`src/rtl/core/label_contour_tracer_core_macros.svh`:
```
// ----------------------------------------------------------------------------
// label contour tracer assertion macros
// clocked on clk_i, quiet while rst_ni is low
// ----------------------------------------------------------------------------
`ifndef LABEL_CONTOUR_TRACER_CORE_MACROS_SVH
`define LABEL_CONTOUR_TRACER_CORE_MACROS_SVH

// property checked at every rising clock edge out of reset
`define LCT_ASSERT(lbl, prop, msg) \
  lbl: assert property (@(posedge clk_i) disable iff (!rst_ni) (prop)) else $error(msg);

// condition that must never be seen
`define LCT_ASSERT_NEVER(lbl, cond, msg) \
  `LCT_ASSERT(lbl, !(cond), msg)

`endif

```
`src/rtl/core/lct_pkg.sv`:
```
// ----------------------------------------------------------------------------
// lct_pkg
// shared codes and controller/datapath interface types of the contour tracer
// ----------------------------------------------------------------------------
`default_nettype none

package lct_pkg;

  localparam int CFG_DW = 9;

  localparam logic [1:0] CFG_IMG_WIDTH   = 2'd0;
  localparam logic [1:0] CFG_IMG_HEIGHT  = 2'd1;
  localparam logic [1:0] CFG_FILL_RULE   = 2'd2;
  localparam logic [1:0] CFG_POINT_LIMIT = 2'd3;

  localparam logic [1:0] ACT_WRITE   = 2'd0;
  localparam logic [1:0] ACT_INIT    = 2'd1;
  localparam logic [1:0] ACT_RESTART = 2'd2;
  localparam logic [1:0] ACT_NEXT    = 2'd3;

  localparam logic [1:0] KIND_ACK     = 2'd0;
  localparam logic [1:0] KIND_POINT   = 2'd1;
  localparam logic [1:0] KIND_SUMMARY = 2'd2;
  localparam logic [1:0] KIND_NONE    = 2'd3;

  localparam logic [7:0] BORDER_PIXEL = 8'hFF;

  localparam logic [4:0] OP_IDLE     = 5'd0;
  localparam logic [4:0] OP_LOAD     = 5'd1;
  localparam logic [4:0] OP_PREP     = 5'd2;
  localparam logic [4:0] OP_PWRITE   = 5'd3;
  localparam logic [4:0] OP_BTOP     = 5'd4;
  localparam logic [4:0] OP_BBOT     = 5'd5;
  localparam logic [4:0] OP_BSIDE    = 5'd6;
  localparam logic [4:0] OP_INITACK  = 5'd7;
  localparam logic [4:0] OP_RESTACK  = 5'd8;
  localparam logic [4:0] OP_SCINIT   = 5'd9;
  localparam logic [4:0] OP_NONERES  = 5'd10;
  localparam logic [4:0] OP_RDPOS    = 5'd11;
  localparam logic [4:0] OP_SADV     = 5'd12;
  localparam logic [4:0] OP_FOUND    = 5'd13;
  localparam logic [4:0] OP_PROBE    = 5'd14;
  localparam logic [4:0] OP_FMOVE    = 5'd15;
  localparam logic [4:0] OP_ISO      = 5'd16;
  localparam logic [4:0] OP_PTXY1    = 5'd17;
  localparam logic [4:0] OP_PTX1Y    = 5'd18;
  localparam logic [4:0] OP_MINIT    = 5'd19;
  localparam logic [4:0] OP_MMOVE    = 5'd20;
  localparam logic [4:0] OP_PTXY     = 5'd21;
  localparam logic [4:0] OP_KINIT    = 5'd22;
  localparam logic [4:0] OP_KSTEP    = 5'd23;
  localparam logic [4:0] OP_STEPINC  = 5'd24;
  localparam logic [4:0] OP_SUM      = 5'd25;
  localparam logic [4:0] OP_DIVSTEP  = 5'd26;
  localparam logic [4:0] OP_DIVEND   = 5'd27;

  typedef struct packed {
    logic [4:0] op;
  } cmd_t;

  typedef struct packed {
    logic pos_lt_end;
    logic rd_flag;
    logic rd_match;
    logic cnt8;
    logic fill;
    logic a_top_last;
    logic a_bot_last;
    logic a_side_done;
    logic k_done;
    logic trace_done;
    logic div_done;
  } sts_t;

endpackage

`default_nettype wire

```
`src/rtl/core/lct_ctrl.sv`:
```
// ----------------------------------------------------------------------------
// lct_ctrl
// sequencer for pixel writes, border framing, scan restart, run scan and moore trace
// ----------------------------------------------------------------------------
`default_nettype none

`include "label_contour_tracer_core_macros.svh"

module lct_ctrl
  import lct_pkg::*;
(
  input  wire logic       clk_i,
  input  wire logic       rst_ni,
  input  wire logic       start_i,
  input  wire logic [1:0] action_i,
  output logic            busy_o,
  input  wire sts_t       sts_i,
  output cmd_t            cmd_o
);

  localparam logic [4:0] S_IDLE  = 5'd0;
  localparam logic [4:0] S_PREP  = 5'd1;
  localparam logic [4:0] S_PWR   = 5'd2;
  localparam logic [4:0] S_BTOP  = 5'd3;
  localparam logic [4:0] S_BBOT  = 5'd4;
  localparam logic [4:0] S_BSIDE = 5'd5;
  localparam logic [4:0] S_REST  = 5'd6;
  localparam logic [4:0] S_SCI   = 5'd7;
  localparam logic [4:0] S_SO    = 5'd8;
  localparam logic [4:0] S_SOC   = 5'd9;
  localparam logic [4:0] S_SI    = 5'd10;
  localparam logic [4:0] S_SIC   = 5'd11;
  localparam logic [4:0] S_FP    = 5'd12;
  localparam logic [4:0] S_FPC   = 5'd13;
  localparam logic [4:0] S_ISO2  = 5'd14;
  localparam logic [4:0] S_ISO3  = 5'd15;
  localparam logic [4:0] S_MST   = 5'd16;
  localparam logic [4:0] S_MP    = 5'd17;
  localparam logic [4:0] S_MPC   = 5'd18;
  localparam logic [4:0] S_PTS   = 5'd19;
  localparam logic [4:0] S_KL    = 5'd20;
  localparam logic [4:0] S_MCHK  = 5'd21;
  localparam logic [4:0] S_SUM   = 5'd22;
  localparam logic [4:0] S_DIV   = 5'd23;

  logic [4:0] state_q, state_d;
  logic [1:0] act_q, act_d;

  assign busy_o = (state_q != S_IDLE);

  always_comb begin
    state_d   = state_q;
    act_d     = act_q;
    cmd_o.op  = OP_IDLE;
    case (state_q)
      S_IDLE: begin
        if (start_i) begin
          cmd_o.op = OP_LOAD;
          act_d    = action_i;
          state_d  = S_PREP;
        end
      end
      S_PREP: begin
        cmd_o.op = OP_PREP;
        case (act_q)
          ACT_WRITE:   state_d = S_PWR;
          ACT_INIT:    state_d = S_BTOP;
          ACT_RESTART: state_d = S_REST;
          default:     state_d = S_SCI;
        endcase
      end
      S_PWR: begin
        cmd_o.op = OP_PWRITE;
        state_d  = S_IDLE;
      end
      S_BTOP: begin
        cmd_o.op = OP_BTOP;
        if (sts_i.a_top_last) state_d = S_BBOT;
      end
      S_BBOT: begin
        cmd_o.op = OP_BBOT;
        if (sts_i.a_bot_last) state_d = S_BSIDE;
      end
      S_BSIDE: begin
        if (sts_i.a_side_done) begin
          cmd_o.op = OP_INITACK;
          state_d  = S_IDLE;
        end else begin
          cmd_o.op = OP_BSIDE;
        end
      end
      S_REST: begin
        cmd_o.op = OP_RESTACK;
        state_d  = S_IDLE;
      end
      S_SCI: begin
        cmd_o.op = OP_SCINIT;
        state_d  = S_DIV;
      end
      S_DIV: begin
        if (!sts_i.pos_lt_end || sts_i.div_done) begin
          cmd_o.op = OP_DIVEND;
          state_d  = S_SO;
        end else begin
          cmd_o.op = OP_DIVSTEP;
        end
      end
      S_SO: begin
        if (!sts_i.pos_lt_end) begin
          cmd_o.op = OP_NONERES;
          state_d  = S_IDLE;
        end else begin
          cmd_o.op = OP_RDPOS;
          state_d  = S_SOC;
        end
      end
      S_SOC: begin
        if (!sts_i.rd_flag) begin
          cmd_o.op = OP_FOUND;
          state_d  = S_FP;
        end else begin
          cmd_o.op = OP_SADV;
          state_d  = S_SI;
        end
      end
      S_SI: begin
        cmd_o.op = OP_RDPOS;
        state_d  = S_SIC;
      end
      S_SIC: begin
        if (sts_i.rd_match && sts_i.pos_lt_end) begin
          cmd_o.op = OP_SADV;
          state_d  = S_SI;
        end else begin
          state_d = S_SO;
        end
      end
      S_FP: begin
        cmd_o.op = OP_PROBE;
        state_d  = S_FPC;
      end
      S_FPC: begin
        if (sts_i.rd_match) begin
          cmd_o.op = OP_FMOVE;
          state_d  = S_MST;
        end else if (sts_i.cnt8) begin
          cmd_o.op = OP_ISO;
          state_d  = sts_i.fill ? S_ISO2 : S_SUM;
        end else begin
          state_d = S_FP;
        end
      end
      S_ISO2: begin
        cmd_o.op = OP_PTXY1;
        state_d  = S_ISO3;
      end
      S_ISO3: begin
        cmd_o.op = OP_PTX1Y;
        state_d  = S_SUM;
      end
      S_MST: begin
        cmd_o.op = OP_MINIT;
        state_d  = S_MP;
      end
      S_MP: begin
        cmd_o.op = OP_PROBE;
        state_d  = S_MPC;
      end
      S_MPC: begin
        if (sts_i.rd_match) begin
          cmd_o.op = OP_MMOVE;
          state_d  = S_PTS;
        end else if (sts_i.cnt8) begin
          state_d = S_PTS;
        end else begin
          state_d = S_MP;
        end
      end
      S_PTS: begin
        if (sts_i.fill) begin
          cmd_o.op = OP_KINIT;
          state_d  = S_KL;
        end else begin
          cmd_o.op = OP_PTXY;
          state_d  = S_MCHK;
        end
      end
      S_KL: begin
        if (sts_i.k_done) begin
          state_d = S_MCHK;
        end else begin
          cmd_o.op = OP_KSTEP;
        end
      end
      S_MCHK: begin
        cmd_o.op = OP_STEPINC;
        state_d  = sts_i.trace_done ? S_SUM : S_MST;
      end
      S_SUM: begin
        cmd_o.op = OP_SUM;
        state_d  = S_IDLE;
      end
      default: state_d = S_IDLE;
    endcase
  end

  always_ff @(posedge clk_i or negedge rst_ni) begin
    if (!rst_ni) begin
      state_q <= S_IDLE;
      act_q   <= ACT_WRITE;
    end else begin
      state_q <= state_d;
      act_q   <= act_d;
    end
  end

  `LCT_ASSERT(a_accept_goes_busy, (start_i && !busy_o) |=> busy_o, "accepted item did not start")
  `LCT_ASSERT(a_busy_from_start, $rose(busy_o) |-> $past(start_i), "busy without a start")
  `LCT_ASSERT_NEVER(a_kloop_plain, (state_q == S_KL) && !sts_i.fill, "corner loop in plain mode")

endmodule

`default_nettype wire

```
`config.mk`:
```
export PLATFORM = sky130hd
export DESIGN_NAME = lct_ctrl
export DESIGN_NICKNAME = d
export VERILOG_FILES = /design/src/rtl/core/lct_pkg.sv /design/src/rtl/core/lct_ctrl.sv
export VERILOG_INCLUDE_DIRS = /design/src /design/src/rtl/core
export SDC_FILE = /design/constraint.sdc
export NUM_CORES = 1
export LEC_CHECK = 0
export BUFFER_PORTS_ARGS = -buffer_cell sky130_fd_sc_hd__buf_2
export CORE_ASPECT_RATIO = 1.4
export CORE_MARGIN = 2
export CORE_UTILIZATION = 50
export DETAILED_ROUTE_END_ITERATION = 7
export GPL_TIMING_DRIVEN = 0
export PLACE_DENSITY = 0.77
export SLEW_MARGIN = 15
export SYNTH_ARGS = -nofsm -noshare
export SYNTH_HDL_FRONTEND = slang
export SYNTH_SLANG_ARGS = --single-unit
export TNS_END_PERCENT = 30
```
`constraint.sdc`:
```
create_clock -name clk_i -period 1.8 [get_ports clk_i]
set_clock_uncertainty 0.05 [all_clocks]
set_input_delay 0.18 -clock clk_i [delete_from_list [all_inputs] [get_ports clk_i]]
set_output_delay 0.18 -clock clk_i [all_outputs]
set_load 0.03 [all_outputs]
```
# Word-level counts from Yosys, hierarchy flattened
# Cells that the tools add are included.
dict set report classes {
  muxes 30
  reduce_logical 9
  eq_ne 31
}
# cell n
set ops {}
lappend ops {{$pmux W5 S23} 1}
lappend ops {{$pmux W5 S21} 1}
lappend ops {{$mux W5} 13}
lappend ops {{$eq A5 B4 Y1 const B} 8}
lappend ops {{$eq A5 B5 Y1 const B} 8}
lappend ops {{$eq A5 B3 Y1 const B} 4}
lappend ops {{$ne A2 B2 Y1 const B} 6}
lappend ops {{$eq A5 B2 Y1 const B} 2}
lappend ops {{$pmux W3 S3} 1}
lappend ops {{$mux W2} 4}
lappend ops {{$mux W4} 2}
lappend ops {{$mux W1} 6}
lappend ops {{$mux W3} 2}
lappend ops {{$reduce_and A6 Y1} 1}
lappend ops {{$eq A5 B1 Y1 const B} 1}
lappend ops {{$logic_not A5 Y1} 1}
lappend ops {{$reduce_bool A5 Y1} 1}
lappend ops {{$eq A2 B1 Y1 const B} 1}
lappend ops {{$eq A2 B2 Y1 const B} 1}
lappend ops {{$logic_not A2 Y1} 1}
lappend ops {{$reduce_and A2 Y1} 1}
lappend ops {{$reduce_or A2 Y1} 1}
lappend ops {{$logic_and A1 B1 Y1} 1}
lappend ops {{$logic_not A1 Y1} 1}
lappend ops {{$logic_or A1 B1 Y1} 1}
dict set report word_totals {
  in_bits 16
  output_inout_bits 6
  reg_bits 7
  wordCells 72
}

# Logic depth before layout (Yosys ltp)
dict set report logic_depth {
  depth_word 4
  mapped_depth 7
  mapped_depth_nobuf 5
}

# Worst setup path before layout
# Ideal clock, no wire load.
dict set report synth_path {
  path_type {register to output}
  start {register state_q[0]}
  end {output cmd_o[4] (netlist name)}
  n_path_buf 3
  setup_slack_ps -142
  arrival_time_ps 1712
  path_stages_with_launch 7
  cell_sequence {dfrtp_1 buf_4 buf_4 buf_4 nand2_1 a21oi_1 o31ai_1}
}
# element line_no
set synth_lines {}
lappend synth_lines {{start, declared} lct_ctrl.sv:46} ;# logic [4:0] state_q, state_d;
lappend synth_lines {{start signal, assigned} lct_ctrl.sv:212} ;# state_q <= state_d;
lappend synth_lines {{end, declared} lct_ctrl.sv:18} ;# output cmd_t cmd_o

==> out/results.tsv <==
stage	metric	value	unit
outcome	status	finished with violations	
outcome	failed_checks	negative setup slack	
clock_tree	clk_pin_slew_worst_paths	0.05	ns
timing	slew_headroom	0.700	
detailed_routing	drt-wirelength-per-cell	18.7	um
synthesis	synth_nets	171	
floorplanning	dieArea	2570	um^2
global_route	antenna_found_initial	0	
setup_path	required	1.57	ns
synthesis	synth_edf_count	0	
cells_and_area	utilization	0.752	
floorplanning	num_rows	20	
detailed_routing	viasPerCell	6.95	
cells_and_area	nets	216	
cells_and_area	insertedDiodeCount	0	
clock_tree	cts_max_level	1	
floorplanning	ios	22	
setup_path	cp.arrival	1.79	ns
placed_design	numPortBuffers	20	
worst_hold_path	hold_path_class	primary input to flop	
synthesis	ys.flop_type	dfrtp_1	
cells_and_area	area_growth	46.8	%
floorplanning	die_h	59.2	um
synthesis	synth.top_cell.area_share	0.161	
detailed_routing	wl	4140	um
synthesis	yosys.area.top_type	dfrtp_1	
cells_and_area	final_common_cell	buf_4	
clock_tree	clkSinkCount	7	
setup_path	endpoint_kind	output port	
clock_tree	cts.path.max_buffers	2	
synthesis	synthDistinctLibCells	50	
power_and_ir_drop	p_per_area	2110	nW/um^2
timing	tns	-0.882	ns
run	drv_cap	0	
timing	fin_crit	2.02	ns
synthesis	async_flop_share	1.00	
setup_path	crit_path_start_kind	flop	
synthesis	yosysWarnings	0	
cells_and_area	final_cell_mix	27 x buf_4, 18 x buf_2, 12 x nor2_1	
timing	setup_violations	5	
setup_path	cp_slowest_stage_delay	0.53	ns
global_route	grt_pass1_vias	1482	
timing	worst_pin_slew	0.450	ns
cells_and_area	seq_area	175	um^2
detailed_routing	vias	1537	
synthesis	ys_ff_latch	7	
cells_and_area	multi_input_area	906	um^2
setup_path	path_class	flop to output port	
detailed_routing	ant_nets	0	
setup_path	crit_fanout	6	
global_route	gr-usage-all-layers	0.336	
placed_design	place.gp.congestion	0.966	
global_route	globalRouteOverflowTotal	0	
timing	worst_slack	-0.219	ns
power_and_ir_drop	p_int	1.65	mW
clock_tree	cts-root-buf	clkbuf_4	
synthesis	synthesis.instances	155	
power_and_ir_drop	pwr-share-comb	0.869	
setup_path	crit_family	simple AND/OR/NAND/NOR gates	
synthesis	syn_area_per_cell	7.03	um^2
timing	fmax	495	MHz
clock_tree	numCtsBuffers	3	
clock_tree	clock_latency	0.25	ns
detailed_routing	firstDrtPassIters	5	
timing	rsz0062_at_grt	true	
power_and_ir_drop	p_sw	1.73	mW
power_and_ir_drop	p_seq_frac	0.090	
setup_path	path_buf_inv	2	
cells_and_area	fill_cells	148	
timing	hold_viol_final	0	
synthesis	netlist_area	1090	um^2
timing	finalCritPeriodShare	1.12	
timing	drv_slew	0	
setup_path	cp_slowest_cell	or4_4	
synthesis	ys_top_cells_by_area	dfrtp_1 16%, a21oi_1 4.6%, buf_2 4.6%	
cells_and_area	drive_gt1_frac	0.427	
placed_design	hpwl	2640	um
power_and_ir_drop	vdd_drop_max	1.42	mV
detailed_routing	drtIter0Drc	104	
power_and_ir_drop	switching_share	0.511	
clock_tree	cts_tree	built	
power_and_ir_drop	clkPwrFrac	0.042	
detailed_routing	remaining_drc_errors	0	
floorplanning	start_util	0.512	
power_and_ir_drop	finalPower	3.38	mW
setup_path	worstPathCellList	buf_6, or4_4, o311ai_4, a311oi_2, o211ai_1, buf_4	
synthesis	yosysSeqAreaShare	0.161	
global_route	grt_pass1_wl	6520	um
power_and_ir_drop	p_leak	0.654	nW
floorplanning	core	2130	um^2
floorplanning	die_w	43.5	um
global_route	grt_max_degree	11	
[cells by family after synthesis]
logic type,after synthesis,share of synthesized area
AND/OR/NAND/NOR,65,0.325
AO/OA/AOI/OAI,56,0.349
XOR/XNOR,1,0.00804
multiplexers,5,0.0494
flip-flops,7,0.161
buffers and inverters,21,0.108
[state kept, by name (all words and copies together) (netlist names)]
name	count
state_q	5
act_q	2
[what timing repair did]
item,4_1_cts,5_1_grt
buffers inserted,12,7
endpoints found under the hold margin,7,0
setup endpoints to repair,5,6
gates resized for setup,36,14
hold buffers,1,0
pin swaps,7,5
[stage by stage]
step / setup WS, ns / instances / area [um^2] / hold slack (ns)
after global placement: -0.142 / 197 / 1220 / -0.0375
after detailed placement: -0.125 / 197 / 1220 / -0.0344
after floorplan: -0.0725 / 155 / 1090 / -0.166
final: -0.219 / 221 / 1600 / 0.107
after global routing: -0.324 / 221 / 1600 / 0.114
after CTS: -0.205 / 214 / 1470 / 0.106
[worst register-to-register path, stage by stage, from the launching register on]
cell	delay (ns)
dfrtp_1	0.41
nor2b_1	0.15
buf_4	0.18
buf_4	0.15
o2bb2ai_1	0.13
a22o_1	0.22
a211oi_1	0.24
mux2i_1	0.11
[final timing paths]
kind	slack, ns	startpoint	end	cells past startpoint
worst min register to register	0.47	act_q[0]$_DFFE_PN0P_	act_q[0]$_DFFE_PN0P_	1
max in group asynchronous	1.31	rst_ni	state_q[4]$_DFFE_PN0P_	2
worst max register to register	0.04	state_q[4]$_DFFE_PN0P_	state_q[2]$_DFFE_PN0P_	7
min in group asynchronous	0.24	rst_ni	act_q[0]$_DFFE_PN0P_	2
worst min-delay path	0.11	action_i[0]	act_q[0]$_DFFE_PN0P_	2
worst max-delay path	-0.22	state_q[4]$_DFFE_PN0P_	cmd_o[0]	6
[per-layer routing]
layer,global-route usage,vias to the layer above,wire [um]
li1,-,674,-
met1,0.378,716,1460
met2,0.593,115,2140
met3,0.0396,32,304
met4,0.203,0,239
met5,0,-,0
[layout make-up]
type	count	share of cell area
Multi-Input combinational cell	127	0.566
Buffer	18	0.108
Sequential cell	7	0.109
Timing Repair Buffer	40	0.174
Inverter	3	0.00938
Tap cell	22	0.0172
Clock buffer	4	0.0164
[Yosys cell counts, drive strengths merged, types with 2 or more instances]
cell	instances
buf	16
nor2	13
o21ai	13
nand2	12
a21oi	10
nor3	8
dfrtp	7
nand2b	7
nor2b	7
nand3	5
o211ai	5
inv	3
mux2	3
o22ai	3
o311ai	3
a31oi	2
a32oi	2
and3	2
clkbuf	2
mux2i	2
nand3b	2
nand4b	2
o22a	2
o2bb2ai	2
o31a	2
[power groups by stage]
stage / sequential [mW] / clock (mW) / combinational, mW
CTS: 0.299 / 0.145 / 2.60
global placement: 0.295 / 0 / 2.10
detailed placement: 0.299 / 0 / 2.11
global route: 0.309 / 0.150 / 3.11
floorplan: 0.276 / 0 / 1.63
finish: 0.303 / 0.141 / 2.94
Note: power is estimated with default switching activity, not from simulation.
